## config.mk

```make
export PLATFORM = sky130hd
export DESIGN_NAME = lru_table_with_expiry_top
export DESIGN_NICKNAME = d
export VERILOG_FILES = /design/src/rtl/lte_pkg.sv /design/src/rtl/lte_cell.sv /design/src/rtl/lte_ctrl.sv /design/src/rtl/lru_table_with_expiry_top.sv
export SDC_FILE = /design/constraint.sdc
export NUM_CORES = 2
export LEC_CHECK = 0
export ABC_AREA = 0
export BUFFER_PORTS_ARGS = -buffer_cell sky130_fd_sc_hd__buf_2
export CORE_MARGIN = 8
export CORE_UTILIZATION = 60
export DETAILED_ROUTE_END_ITERATION = 16
export MAX_ROUTING_LAYER = met4
export PLACE_DENSITY = 0.84
export REMOVE_ABC_BUFFERS = 1
export SKIP_LAST_GASP = 1
export SYNTH_ARGS = -nofsm -noshare
export SYNTH_HDL_FRONTEND = slang
export SYNTH_SLANG_ARGS = --single-unit
export TNS_END_PERCENT = 1
```

## constraint.sdc

```tcl
create_clock -name i_clk -period 12.5 [get_ports i_clk]
set_clock_uncertainty 0.05 [all_clocks]
set_input_delay 2.5 -clock i_clk [delete_from_list [all_inputs] [get_ports i_clk]]
set_output_delay 2.5 -clock i_clk [all_outputs]
set_load 0.01 [all_outputs]
```

## src/rtl/lte_pkg.sv

```systemverilog
`timescale 1ns / 1ps
// ----------------------------------------------------------------------------
// lte_pkg
// Shared types and defaults for the LRU table with expiry.
// ----------------------------------------------------------------------------
package lte_pkg;

    localparam int DEF_ENTRIES = 16;

    localparam int KEY_W  = 64;
    localparam int TIME_W = 32;

    typedef enum logic [1:0] {
        CMD_LOOKUP = 2'd0,
        CMD_INSERT = 2'd1,
        CMD_REMOVE = 2'd2,
        CMD_NONE   = 2'd3
    } t_cmd;

    typedef enum logic [1:0] {
        ST_IDLE = 2'd0,
        ST_CMP  = 2'd1,
        ST_UPD  = 2'd2
    } t_state;

    typedef enum logic [1:0] {
        OP_NONE   = 2'd0,
        OP_TOUCH  = 2'd1,
        OP_DROP   = 2'd2,
        OP_INSERT = 2'd3
    } t_op;

    // Broadcast from the controller to every cell.
    typedef struct packed {
        t_op                op;
        logic [KEY_W-1:0]   key;
        logic [TIME_W-1:0]  now;
        logic [TIME_W-1:0]  life;
        logic               expires;
    } t_upd;

    // Priority chain flags handed from one cell to the next.
    typedef struct packed {
        logic found;
        logic free_found;
        logic stale;
    } t_link;

endpackage

```

## src/rtl/lte_cell.sv

```systemverilog
`timescale 1ns / 1ps
// ----------------------------------------------------------------------------
// lte_cell
// One table slot: entry storage, local compare and recency rank update.
// ----------------------------------------------------------------------------
module lte_cell #(
    parameter int RANK_W = 4
) (
    input  logic                  i_clk,
    input  logic                  i_rst_n,
    input  logic                  i_capture,
    input  lte_pkg::t_upd         i_upd,
    input  logic                  i_target,
    input  logic [RANK_W-1:0]     i_ref_rank,
    input  logic [RANK_W-1:0]     i_lru_rank,
    input  lte_pkg::t_link        i_link,
    input  logic [RANK_W-1:0]     i_link_rank,
    output lte_pkg::t_link        o_link,
    output logic [RANK_W-1:0]     o_link_rank,
    output logic                  o_first_hit,
    output logic                  o_first_free,
    output logic                  o_lru
);

    logic                         r_valid;
    logic [lte_pkg::KEY_W-1:0]    r_key;
    logic [lte_pkg::TIME_W-1:0]   r_stamp;
    logic [lte_pkg::TIME_W-1:0]   r_life;
    logic                         r_expires;
    logic [RANK_W-1:0]            r_rank;
    logic                         r_match;
    logic                         r_stale;

    logic [lte_pkg::TIME_W-1:0]   age;

    // Age wraps modulo 2^32.
    assign age = i_upd.now - r_stamp;

    always_ff @(posedge i_clk) begin
        if (!i_rst_n) begin
            r_valid <= 1'b0;
        end else begin
            unique case (i_upd.op)
                lte_pkg::OP_INSERT: begin
                    if (i_target) begin
                        r_valid <= 1'b1;
                    end
                end
                lte_pkg::OP_DROP: begin
                    if (i_target) begin
                        r_valid <= 1'b0;
                    end
                end
                default: ;
            endcase
        end
    end

    always_ff @(posedge i_clk) begin
        if (i_capture) begin
            r_match <= r_valid && (r_key == i_upd.key);
            r_stale <= r_expires && (age > r_life);
        end
        unique case (i_upd.op)
            lte_pkg::OP_TOUCH: begin
                if (i_target) begin
                    r_rank <= '0;
                end else if (r_valid && r_rank < i_ref_rank) begin
                    r_rank <= r_rank + 1'b1;
                end
            end
            lte_pkg::OP_DROP: begin
                if (!i_target && r_valid && r_rank > i_ref_rank) begin
                    r_rank <= r_rank - 1'b1;
                end
            end
            lte_pkg::OP_INSERT: begin
                if (i_target) begin
                    r_key     <= i_upd.key;
                    r_stamp   <= i_upd.now;
                    r_life    <= i_upd.life;
                    r_expires <= i_upd.expires;
                    r_rank    <= '0;
                end else if (r_valid) begin
                    r_rank <= r_rank + 1'b1;
                end
            end
            default: ;
        endcase
    end

    // Lowest matching and lowest free slot win along the chain.
    assign o_first_hit  = r_match && !i_link.found;
    assign o_first_free = !r_valid && !i_link.free_found;
    assign o_lru        = r_valid && (r_rank == i_lru_rank);

    assign o_link.found      = i_link.found | r_match;
    assign o_link.free_found = i_link.free_found | !r_valid;
    assign o_link.stale      = o_first_hit ? r_stale : i_link.stale;
    assign o_link_rank       = o_first_hit ? r_rank : i_link_rank;

endmodule

```

## src/rtl/lte_ctrl.sv

```systemverilog
`timescale 1ns / 1ps
// ----------------------------------------------------------------------------
// lte_ctrl
// Command sequencer: latch, compare phase, update decision, result register.
// ----------------------------------------------------------------------------
module lte_ctrl #(
    parameter int ENTRIES = lte_pkg::DEF_ENTRIES,
    parameter int SLOT_W  = $clog2(ENTRIES),
    parameter int CNT_W   = $clog2(ENTRIES + 1)
) (
    input  logic                          i_clk,
    input  logic                          i_rst_n,
    input  logic                          i_start,
    input  logic [1:0]                    i_command,
    input  logic [lte_pkg::KEY_W-1:0]     i_key,
    input  logic [lte_pkg::TIME_W-1:0]    i_now_seconds,
    input  logic [lte_pkg::TIME_W-1:0]    i_max_age,
    input  logic                          i_expire_en,
    input  logic                          i_cfg_we,
    input  logic                          i_cfg_wdata,
    input  logic [ENTRIES-1:0]            i_hit1h,
    input  logic [ENTRIES-1:0]            i_free1h,
    input  logic [ENTRIES-1:0]            i_lru1h,
    input  logic                          i_hit_stale,
    input  logic [SLOT_W-1:0]             i_hit_rank,
    output logic                          o_busy,
    output logic                          o_capture,
    output lte_pkg::t_upd                 o_upd,
    output logic [ENTRIES-1:0]            o_target,
    output logic [SLOT_W-1:0]             o_ref_rank,
    output logic [SLOT_W-1:0]             o_lru_rank,
    output logic                          o_done,
    output logic                          o_hit,
    output logic                          o_stale,
    output logic [SLOT_W-1:0]             o_slot,
    output logic                          o_evicted,
    output logic [SLOT_W-1:0]             o_evicted_slot,
    output logic [CNT_W-1:0]              o_entry_count
);

    lte_pkg::t_state                r_state, n_state;
    lte_pkg::t_cmd                  r_cmd;
    logic [lte_pkg::KEY_W-1:0]      r_key;
    logic [lte_pkg::TIME_W-1:0]     r_now;
    logic [lte_pkg::TIME_W-1:0]     r_life;
    logic                           r_expires;
    logic                           r_enable;
    logic [CNT_W-1:0]               r_count, n_count;

    logic                           r_done;
    logic                           r_hit, n_hit;
    logic                           r_stale, n_stale;
    logic [SLOT_W-1:0]              r_slot, n_slot;
    logic                           r_evicted, n_evicted;
    logic [SLOT_W-1:0]              r_evicted_slot, n_evicted_slot;

    lte_pkg::t_op                   op;
    logic                           accept;
    logic                           any_hit, any_free, full;
    logic [CNT_W-1:0]               count_m1;
    logic [SLOT_W-1:0]              hit_idx, free_idx, lru_idx;

    assign accept   = i_start && !o_busy;
    assign any_hit  = |i_hit1h;
    assign any_free = |i_free1h;
    assign full     = (r_count == CNT_W'(ENTRIES));
    assign count_m1 = r_count - CNT_W'(1);

    always_comb begin
        hit_idx  = '0;
        free_idx = '0;
        lru_idx  = '0;
        for (int i = 0; i < ENTRIES; i++) begin
            if (i_hit1h[i])  hit_idx  = hit_idx  | SLOT_W'(i);
            if (i_free1h[i]) free_idx = free_idx | SLOT_W'(i);
            if (i_lru1h[i])  lru_idx  = lru_idx  | SLOT_W'(i);
        end
    end

    always_comb begin
        n_state        = r_state;
        op             = lte_pkg::OP_NONE;
        o_target       = '0;
        o_ref_rank     = i_hit_rank;
        n_count        = r_count;
        n_hit          = 1'b0;
        n_stale        = 1'b0;
        n_slot         = '0;
        n_evicted      = 1'b0;
        n_evicted_slot = '0;
        unique case (r_state)
            lte_pkg::ST_IDLE: begin
                if (accept) n_state = lte_pkg::ST_CMP;
            end
            lte_pkg::ST_CMP: begin
                n_state = lte_pkg::ST_UPD;
            end
            lte_pkg::ST_UPD: begin
                n_state = accept ? lte_pkg::ST_CMP : lte_pkg::ST_IDLE;
                unique case (r_cmd)
                    lte_pkg::CMD_LOOKUP: begin
                        if (r_enable && any_hit) begin
                            op       = lte_pkg::OP_TOUCH;
                            o_target = i_hit1h;
                            n_hit    = 1'b1;
                            n_stale  = i_hit_stale;
                            n_slot   = hit_idx;
                        end else if (r_enable && full) begin
                            op             = lte_pkg::OP_DROP;
                            o_target       = i_lru1h;
                            o_ref_rank     = o_lru_rank;
                            n_count        = count_m1;
                            n_evicted      = 1'b1;
                            n_evicted_slot = lru_idx;
                        end
                    end
                    lte_pkg::CMD_INSERT: begin
                        op = lte_pkg::OP_INSERT;
                        if (any_free) begin
                            o_target = i_free1h;
                            n_slot   = free_idx;
                            n_count  = r_count + CNT_W'(1);
                        end else begin
                            // Evict and refill the same slot: count holds.
                            o_target       = i_lru1h;
                            n_slot         = lru_idx;
                            n_evicted      = 1'b1;
                            n_evicted_slot = lru_idx;
                        end
                    end
                    lte_pkg::CMD_REMOVE: begin
                        if (any_hit) begin
                            op       = lte_pkg::OP_DROP;
                            o_target = i_hit1h;
                            n_hit    = 1'b1;
                            n_stale  = i_hit_stale;
                            n_slot   = hit_idx;
                            n_count  = count_m1;
                        end
                    end
                    default: ;
                endcase
            end
            default: n_state = lte_pkg::ST_IDLE;
        endcase
    end

    always_ff @(posedge i_clk) begin
        if (!i_rst_n) begin
            r_state  <= lte_pkg::ST_IDLE;
            r_count  <= '0;
            r_enable <= 1'b0;
            r_done   <= 1'b0;
        end else begin
            r_state <= n_state;
            r_count <= n_count;
            r_done  <= (r_state == lte_pkg::ST_UPD);
            if (i_cfg_we) r_enable <= i_cfg_wdata;
        end
    end

    always_ff @(posedge i_clk) begin
        if (accept) begin
            r_cmd     <= lte_pkg::t_cmd'(i_command);
            r_key     <= i_key;
            r_now     <= i_now_seconds;
            r_life    <= i_max_age;
            r_expires <= i_expire_en;
        end
        if (r_state == lte_pkg::ST_UPD) begin
            r_hit          <= n_hit;
            r_stale        <= n_stale;
            r_slot         <= n_slot;
            r_evicted      <= n_evicted;
            r_evicted_slot <= n_evicted_slot;
        end
    end

    assign o_busy         = (r_state == lte_pkg::ST_CMP) || !i_rst_n;
    assign o_capture      = (r_state == lte_pkg::ST_CMP);
    assign o_lru_rank     = count_m1[SLOT_W-1:0];
    assign o_upd.op       = op;
    assign o_upd.key      = r_key;
    assign o_upd.now      = r_now;
    assign o_upd.life     = r_life;
    assign o_upd.expires  = r_expires;

    assign o_done         = r_done;
    assign o_hit          = r_hit;
    assign o_stale        = r_stale;
    assign o_slot         = r_slot;
    assign o_evicted      = r_evicted;
    assign o_evicted_slot = r_evicted_slot;
    assign o_entry_count  = r_count;

    // Count never exceeds the table size.
    a_count_range: assert property (@(posedge i_clk) disable iff (!i_rst_n)
        r_count <= CNT_W'(ENTRIES))
        else $error("entry count above table size");

    // Count moves only on the update cycle.
    a_count_hold: assert property (@(posedge i_clk) disable iff (!i_rst_n)
        (r_state != lte_pkg::ST_UPD) |=> $stable(r_count))
        else $error("entry count changed outside update");

    // Full table: ranks are a permutation, so exactly one slot is oldest.
    a_lru_unique: assert property (@(posedge i_clk) disable iff (!i_rst_n)
        (r_state == lte_pkg::ST_UPD && full) |-> $onehot(i_lru1h))
        else $error("full table without a single LRU slot");

    // Any state change hits exactly one slot.
    a_target_onehot: assert property (@(posedge i_clk) disable iff (!i_rst_n)
        (op != lte_pkg::OP_NONE) |-> $onehot(o_target))
        else $error("update without a single target slot");

    // A result strobe follows the update cycle and lasts one cycle.
    a_done_pulse: assert property (@(posedge i_clk) disable iff (!i_rst_n)
        r_done |-> $past(r_state == lte_pkg::ST_UPD))
        else $error("result strobe without update");

endmodule

```

## src/rtl/lru_table_with_expiry_top.sv

```systemverilog
`timescale 1ns / 1ps
// ----------------------------------------------------------------------------
// lru_table_with_expiry_top
// Fully associative LRU table with per-entry expiry, built as a row of cells.
// ----------------------------------------------------------------------------
// Usage: raise i_start with a command (lookup, insert, remove) while o_busy is
// low; the transaction is taken at that edge. Every command returns exactly one
// result as a single-cycle o_done pulse with the result fields; the receiver
// cannot stall, so sample o_done every cycle. A command passes through a compare
// state in which every cell matches its key and judges staleness, then an update
// state in which the priority chain across the cells picks the slot and the
// recency ranks move. A new command is accepted during the update state, so
// the next command is taken while the last one finishes its update. Write
// i_cfg_wdata with i_cfg_we to set cache_enable; do so only while no command
// is outstanding. o_busy is held high during reset.
// ----------------------------------------------------------------------------
module lru_table_with_expiry_top #(
    parameter int ENTRIES = lte_pkg::DEF_ENTRIES,
    parameter int SLOT_W  = $clog2(ENTRIES),
    parameter int CNT_W   = $clog2(ENTRIES + 1)
) (
    input  logic                          i_clk,
    input  logic                          i_rst_n,
    input  logic                          i_start,
    output logic                          o_busy,
    input  logic [1:0]                    i_command,
    input  logic [lte_pkg::KEY_W-1:0]     i_key,
    input  logic [lte_pkg::TIME_W-1:0]    i_now_seconds,
    input  logic [lte_pkg::TIME_W-1:0]    i_max_age,
    input  logic                          i_expire_en,
    input  logic                          i_cfg_we,
    input  logic                          i_cfg_wdata,
    output logic                          o_done,
    output logic                          o_hit,
    output logic                          o_stale,
    output logic [SLOT_W-1:0]             o_slot,
    output logic                          o_evicted,
    output logic [SLOT_W-1:0]             o_evicted_slot,
    output logic [CNT_W-1:0]              o_entry_count
);

    // Controller broadcast to the row.
    logic                  capture;
    lte_pkg::t_upd         upd;
    logic [ENTRIES-1:0]    target;
    logic [SLOT_W-1:0]     ref_rank;
    logic [SLOT_W-1:0]     lru_rank;

    // Per-cell selections gathered back.
    logic [ENTRIES-1:0]    hit1h;
    logic [ENTRIES-1:0]    free1h;
    logic [ENTRIES-1:0]    lru1h;

    // Chain between neighbors; element 0 feeds the first cell.
    lte_pkg::t_link        link      [ENTRIES+1];
    logic [SLOT_W-1:0]     link_rank [ENTRIES+1];

    assign link[0]      = '0;
    assign link_rank[0] = '0;

    lte_ctrl #(
        .ENTRIES (ENTRIES),
        .SLOT_W  (SLOT_W),
        .CNT_W   (CNT_W)
    ) u_ctrl (
        .i_clk          (i_clk),
        .i_rst_n        (i_rst_n),
        .i_start        (i_start),
        .i_command      (i_command),
        .i_key          (i_key),
        .i_now_seconds  (i_now_seconds),
        .i_max_age      (i_max_age),
        .i_expire_en    (i_expire_en),
        .i_cfg_we       (i_cfg_we),
        .i_cfg_wdata    (i_cfg_wdata),
        .i_hit1h        (hit1h),
        .i_free1h       (free1h),
        .i_lru1h        (lru1h),
        .i_hit_stale    (link[ENTRIES].stale),
        .i_hit_rank     (link_rank[ENTRIES]),
        .o_busy         (o_busy),
        .o_capture      (capture),
        .o_upd          (upd),
        .o_target       (target),
        .o_ref_rank     (ref_rank),
        .o_lru_rank     (lru_rank),
        .o_done         (o_done),
        .o_hit          (o_hit),
        .o_stale        (o_stale),
        .o_slot         (o_slot),
        .o_evicted      (o_evicted),
        .o_evicted_slot (o_evicted_slot),
        .o_entry_count  (o_entry_count)
    );

    // One cell per slot; slot 0 sits at the head of the chain so the lowest
    // matching or free slot wins.
    for (genvar g = 0; g < ENTRIES; g++) begin : g_cell
        lte_cell #(
            .RANK_W (SLOT_W)
        ) u_cell (
            .i_clk        (i_clk),
            .i_rst_n      (i_rst_n),
            .i_capture    (capture),
            .i_upd        (upd),
            .i_target     (target[g]),
            .i_ref_rank   (ref_rank),
            .i_lru_rank   (lru_rank),
            .i_link       (link[g]),
            .i_link_rank  (link_rank[g]),
            .o_link       (link[g+1]),
            .o_link_rank  (link_rank[g+1]),
            .o_first_hit  (hit1h[g]),
            .o_first_free (free1h[g]),
            .o_lru        (lru1h[g])
        );
    end

endmodule

```

# == Word-level counts from Yosys, hierarchy flattened ==
# Index checks and enable logic that the tools add are counted.
# classes
add_sub_neg,50
magnitude_cmp,48
n_eq_ne,125
n_mux,262
bitwise,28
reduce_logical,249
# op_table
op,count
64-bit == test,16
4-bit 2-to-1 mux,130
32-bit > comparator,16
32-bit subtractor,16
4-bit one-hot mux with 3 select lines,17
1-bit logical AND,129
3-bit by 2-bit inequality test with 1-bit output (second input constant),32
16-bit 2-to-1 mux,5
2-bit inequality test (second input constant),33
4-bit by 1-bit adder with 4-bit output (second input constant),16
4-bit == test,16
4-bit > comparator,16
4-bit less-than comparator,16
4-bit AND reduction,16
4-bit by 1-bit subtractor with 4-bit output (second input constant),16
1-bit logical NOT,63
1-bit 2-to-1 mux,59
16-bit one-hot mux with 3 select lines,1
3-bit AND reduction,16
2-bit by 1-bit inequality test with 1-bit output (second input constant),20
1-bit one-hot mux with 2 select lines,19
3-bit 2-to-1 mux,12
2-bit AND reduction,16
16-bit OR reduction,2
16 further kinds,64
# word_totals
ff_bits,2327
in_bits,136
output_inout_bits,18
wordCells,904

# == Logic depth before layout (Yosys ltp) ==
# depth
depth_word,26
ltp_mapped,26
mapped_depth_nobuf,26

# == Hierarchy ==
# From an unflattened synthesis, not the netlist that was laid out.
# hier_totals
cells_unflattened,11312
area_unflattened_um2,131275.9
# by_module_without_submodules
module,n_inst,cells_each,area_each_um2,seq_area_each_um2
lte_cell (g_cell[10].u_cell ...),7,677,7817.5,4073.9
lte_cell (g_cell[5].u_cell ...),3,714,8020.2,4073.9
lte_cell (g_cell[0].u_cell ...),2,694,7855.0,4073.9
lte_cell (g_cell[9].u_cell),1,695,7852.5,4073.9
lte_cell (g_cell[8].u_cell),1,683,7850.0,4073.9
lte_cell (g_cell[12].u_cell),1,675,7761.2,4073.9
lte_cell (g_cell[14].u_cell),1,668,7749.9,4073.9
lte_ctrl,1,321,5565.3,4444.3
lru_table_with_expiry_top,1,1,3.8,0.0

# == Least setup slack after synthesis ==
# OpenSTA, ideal clock, no wires.
# synth_path
path_type,input -> register
startpoint,input port i_rst_n
endpoint,register u_ctrl.r_cmd[0] (enable)
setup_time_ns,0.623
arrival_time_ns,8.314
required_time_ns,11.827
slack_ns,3.513
stages,3
path_buffers,1
cell_sequence,clkbuf_1 nand2_1 nor2_1
# synth_between
elab_chain_len,4
# synth_lines
item,line_no,text
start: declaration,lru_table_with_expiry_top.sv:23,"input logic i_rst_n,"
1-bit logical NOT,-,
1-bit logical OR,lte_ctrl.sv:179,assign o_busy = (r_state == lte_pkg::ST_CMP) || !i_rst_n;
1-bit logical NOT,lte_ctrl.sv:63,assign accept = i_start && !o_busy;
1-bit logical AND,lte_ctrl.sv:63,
named net u_ctrl.accept,lte_ctrl.sv:58,logic accept;
end signal: assignment,lte_ctrl.sv:164,r_cmd <= lte_pkg::t_cmd'(i_command);
end: declaration,lte_ctrl.sv:42,lte_pkg::t_cmd r_cmd;
# The timed path passes the listed nets, and every way through them passes these cells.
# A chain may end at the register's enable or synchronous reset.

# == Worst setup path in the final report ==
# layout_path
startpoint,register u_ctrl.r_now[0] (netlist bit)
endpoint,"register g_cell[7].u_cell.r_stale, data pin"
# layout_between
elab_chain_len,3
# layout_lines
item,line_no,text
start: declaration,lte_ctrl.sv:44,logic [lte_pkg::TIME_W-1:0] r_now;
start signal: assignment,lte_ctrl.sv:166,r_now <= i_now_seconds;
32-bit subtractor,lte_cell.sv:37,assign age = i_upd.now - r_stamp;
32-bit > comparator,lte_cell.sv:62,r_stale <= r_expires && (age > r_life);
1-bit logical AND,lte_cell.sv:62,
end signal: assignment,lte_cell.sv:62,
end: declaration,lte_cell.sv:32,logic r_stale;
# Every way passes these cells.

==> out/results.txt <==
For this run, the detailed router's first-pass iteration total came to 9. Setup violations remaining at the end of the flow were counted as 0. By area the synthesized netlist is led by edfxtp_1 55%, ha_1 11%, xnor2_1 4.9%.

The count of cell types in the netlist was 110. The share of cells above drive strength 1 was 0.0787. Yosys printed 0 warnings.

The die is 474 microns wide. At the end of the flow, the number of nets in the layout was 12115. The number of gates resized after CTS was 0. The tools report the post-detailed-routing wire length as 383 mm.

Class of the worst hold path: flip-flop to flip-flop. The sequential cell area fraction in the yosys report was 0.552; the wire length per cell after detailed routing was 27.5 microns. Max-cap violation count: 1. Routability-driven placement finished with a final weighted congestion of 0.996. The logs give 0.603 for the initial core utilization and 0.93 ns for the clock latency on the worst-skew pair. Summed over all layers, the global routing overflow is 0. Compared with the post-synthesis result, the final layout area differs by 10.7%. Category of the most critical setup path: flip-flop to flip-flop.

Clock tree synthesis found a total of 2327 sinks. The peak ir drop on the vdd network was 152 uV; the global-route wire length before repair was 559 mm. The design draws 17.2 mW. Average vias per placed instance: 6.45. The final clock period utilization by the worst path is 0.510, and the final total negative setup slack is 0 ns. Async set-reset flop share out of synthesis: 0. The tools report the number of rows in the core area as 168. The run gives 157 MHz as the highest clock frequency the design can meet. The power density over the cells is 123 mW/mm^2, and the count of vias placed by the detailed router is 89721.

The area used by multi-input combinational logic is 0.0509 sq mm, and the area fraction of the dominant cell type after synthesis is 0.548. The worst slew margin relative to its limit is -0.0237. The flow ran to the end, but the final reports show violations.

The final-report hold violation count is 0, and the maximum cell stage delay along the critical path is 0.51 ns. After detailed routing, the number of remaining DRC violations is 0. The first routing iteration left 11569 violations. The number of levels in the clock H-tree came out at 4.

The kind of cell with the highest combined delay along the critical path is compound AO/OA/AOI/OAI gates. 154 I/O pins were placed. Post-DP HPWL: 248 mm.

Counting both buffers and inverters, the worst setup path holds a total of 5. Data on the critical path arrives at its endpoint at 6.92 ns. TritonCTS built the clock tree.

The run gives 0.667 as the post-layout utilization of the core. The clock transition time at the flip-flop clock pins of the worst setup and hold paths works out to 0.06 ns. In the final layout, flip-flops and latches occupy 0.0696 sq mm. Setup repair after global routing left no endpoint under its margin.

The filler cells instantiated in the layout total 14675. The kind of start point of the critical path was a flip-flop. The final reports fail on capacitance limit, slew limit. Once detail routing completed, the nets flagged for antenna violations numbered 0. The count of state elements after synthesis was 2327; the number of antenna violations at the first check in global routing was 32.

The root buffer cell chosen for the clock tree is clkbuf_16. The core region area is 0.209 sq mm. Entering global routing, the biggest net connects 131 pins. The clock period minus final worst setup slack is 6.38 ns. The leakage power summed over all cells came out at 55.0 nW. The average cell area after synthesis was 12.1 sq um. On the critical path, the stage with the largest delay is an instance of o41ai_2.

The via count of the first global-routing pass is 88595, and the final non-filler cell total is 13907. The height of the die is 474 microns, and the setup slack of the critical path after layout is 6.12 ns. The cell count after synthesis came out at 10448. In the synthesized netlist the dominant register cell turns out to be edfxtp_1.

The number of buffers inserted for hold repair after clock tree synthesis was 0; the number of enable-type register cells in the synthesized netlist was 2302. The number of setup buffers added after CTS is 0. The required time at the worst-slack endpoint is 13.05 ns, and the total track usage is 0.341. The cell total after placement came out at 13424. The synthesized netlist occupies a cell area of 0.126 sq mm.

Summed over all instances, the cell type with the most area after synthesis is edfxtp_1. Once layout is done, the placed cells without fillers occupy 0.140 sq mm. The worst-case setup slack after placement is 6.33 ns.

TritonCTS created 235 clock buffers. The overall die area was 0.225 sq mm. Counting along the longest clock path gives a buffer depth of 3. The run gives 0.398 ns as the final worst hold slack.

For the cell area reported after detailed placement, the log shows 0.132 sq mm. STA classifies the critical path endpoint as a flip-flop. The slew at the pin with the worst max-slew slack is 1.51 ns. The most numerous cell type found on the critical path is a21oi_1. The maximum fanout along the worst path is 17, and the number of port buffers is 153. The number of max-slew violations in the final report came out at 2.
==> kinds of logic after synthesis <==
kind of cell / after synthesis / synth area share
AO/OA/AOI/OAI: 2255 / 0.120
XOR/XNOR: 1270 / 0.0884
adder cells (fa/ha/maj): 1123 / 0.112
buffers and inverters: 1507 / 0.0451
flip-flops: 2327 / 0.552
multiplexers: 4 / 0.000318
AND/OR/NAND/NOR: 1962 / 0.0813
==> worst paths after layout <==
check	startpoint	to	slack, ns	cells after the start
worst max register to register	u_ctrl.r_now[0]	g_cell[7].u_cell.r_stale	6.12	27
worst max-delay path	u_ctrl.r_now[0]	g_cell[7].u_cell.r_stale	6.12	27
worst min-delay path	u_ctrl.r_state[0]	u_ctrl.r_state[0]	0.40	1
worst min register to register	u_ctrl.r_state[0]	u_ctrl.r_state[0]	0.40	1
==> placed cells by master, fill, tap and decap left out, types with 28 or more instances in the layout <==
| cell type | count |
|---|---|
| a211oi_1 | 39 |
| a21o_1 | 306 |
| a21oi_1 | 604 |
| a221oi_1 | 89 |
| a22oi_1 | 41 |
| a31oi_1 | 38 |
| and3_1 | 39 |
| buf_2 | 153 |
| buf_4 | 240 |
| clkbuf_1 | 41 |
| clkbuf_16 | 235 |
| clkinv_1 | 61 |
| clkinv_2 | 42 |
| diode_2 | 40 |
| edfxtp_1 | 2302 |
| ha_1 | 1107 |
| inv_1 | 1266 |
| nand2_1 | 338 |
| nand2b_1 | 137 |
| nand3_1 | 154 |
| nand4_1 | 290 |
| nor2_1 | 405 |
| nor2b_1 | 147 |
| nor3_1 | 109 |
| nor4_1 | 172 |
| o21a_1 | 160 |
| o21ai_0 | 381 |
| o21bai_1 | 65 |
| o221ai_1 | 28 |
| o22ai_1 | 120 |
| o2bb2ai_1 | 33 |
| o31ai_1 | 36 |
| xnor2_1 | 710 |
| xor2_1 | 558 |
==> routing by layer <==
layer	global-route usage	part of all wire	vias up
met5	-	0	-
met2	0.520	0.45	5804
li1	-	-	39230
met1	0.426	0.37	43228
met3	0.0692	0.12	1459
met4	0.199	0.072	0
==> cells in the mapped netlist (all sizes together) (12+ instances only) <==
cell        n
and2       24
xnor2     711
a221o      18
o2bb2ai    33
and3       39
o21ai     405
or4        12
and4       20
a21oi     623
nor4      180
nand4     290
or3        26
o221ai     28
a211oi     44
fa         16
nor2      421
ha       1107
clkbuf    160
o31a       15
inv      1273
a21boi     25
a22oi      41
a31oi      38
nor3      113
nand3     155
xor2      559
a41oi      22
o21bai     65
nor2b     148
o211ai     26
a2111oi    23
a222oi     14
nand2b    137
o31ai      42
o22ai     120
buf        65
o21a      161
a21o      306
a221oi     90
dfxtp      25
edfxtp   2302
nand2     339
==> registers in the layout, summed over array words and instances (netlist names), 16 cells and up <==
signal,flops
g_cell.u_cell.r_life,512
u_ctrl.r_key,64
g_cell.u_cell.r_stamp,512
g_cell.u_cell.r_stale,16
g_cell.u_cell.r_match,16
g_cell.u_cell.r_expires,16
g_cell.u_cell.r_valid,16
g_cell.u_cell.r_rank,64
u_ctrl.r_life,32
g_cell.u_cell.r_key,1024
u_ctrl.r_now,32
==> power by group <==
part | switching [mW] | internal, mW | total, mW | leakage, nW
clock | 3.21 | 4.01 | 7.22 | 3.76
sequential | 0.0309 | 8.57 | 8.60 | 21.0
combinational | 0.911 | 0.498 | 1.41 | 30.3
total | 4.16 | 13.1 | 17.2 | 55.0
==> cell type report <==
class,count,area share
Antenna cell,40,0.000718
Clock buffer,277,0.0434
Clock inverter,166,0.0132
Inverter,1282,0.0347
Multi-Input combinational cell,6614,0.365
Sequential cell,2327,0.499
Tap cell,2805,0.0252
Timing Repair Buffer,396,0.0188
(Power assumes the default switching activity.)
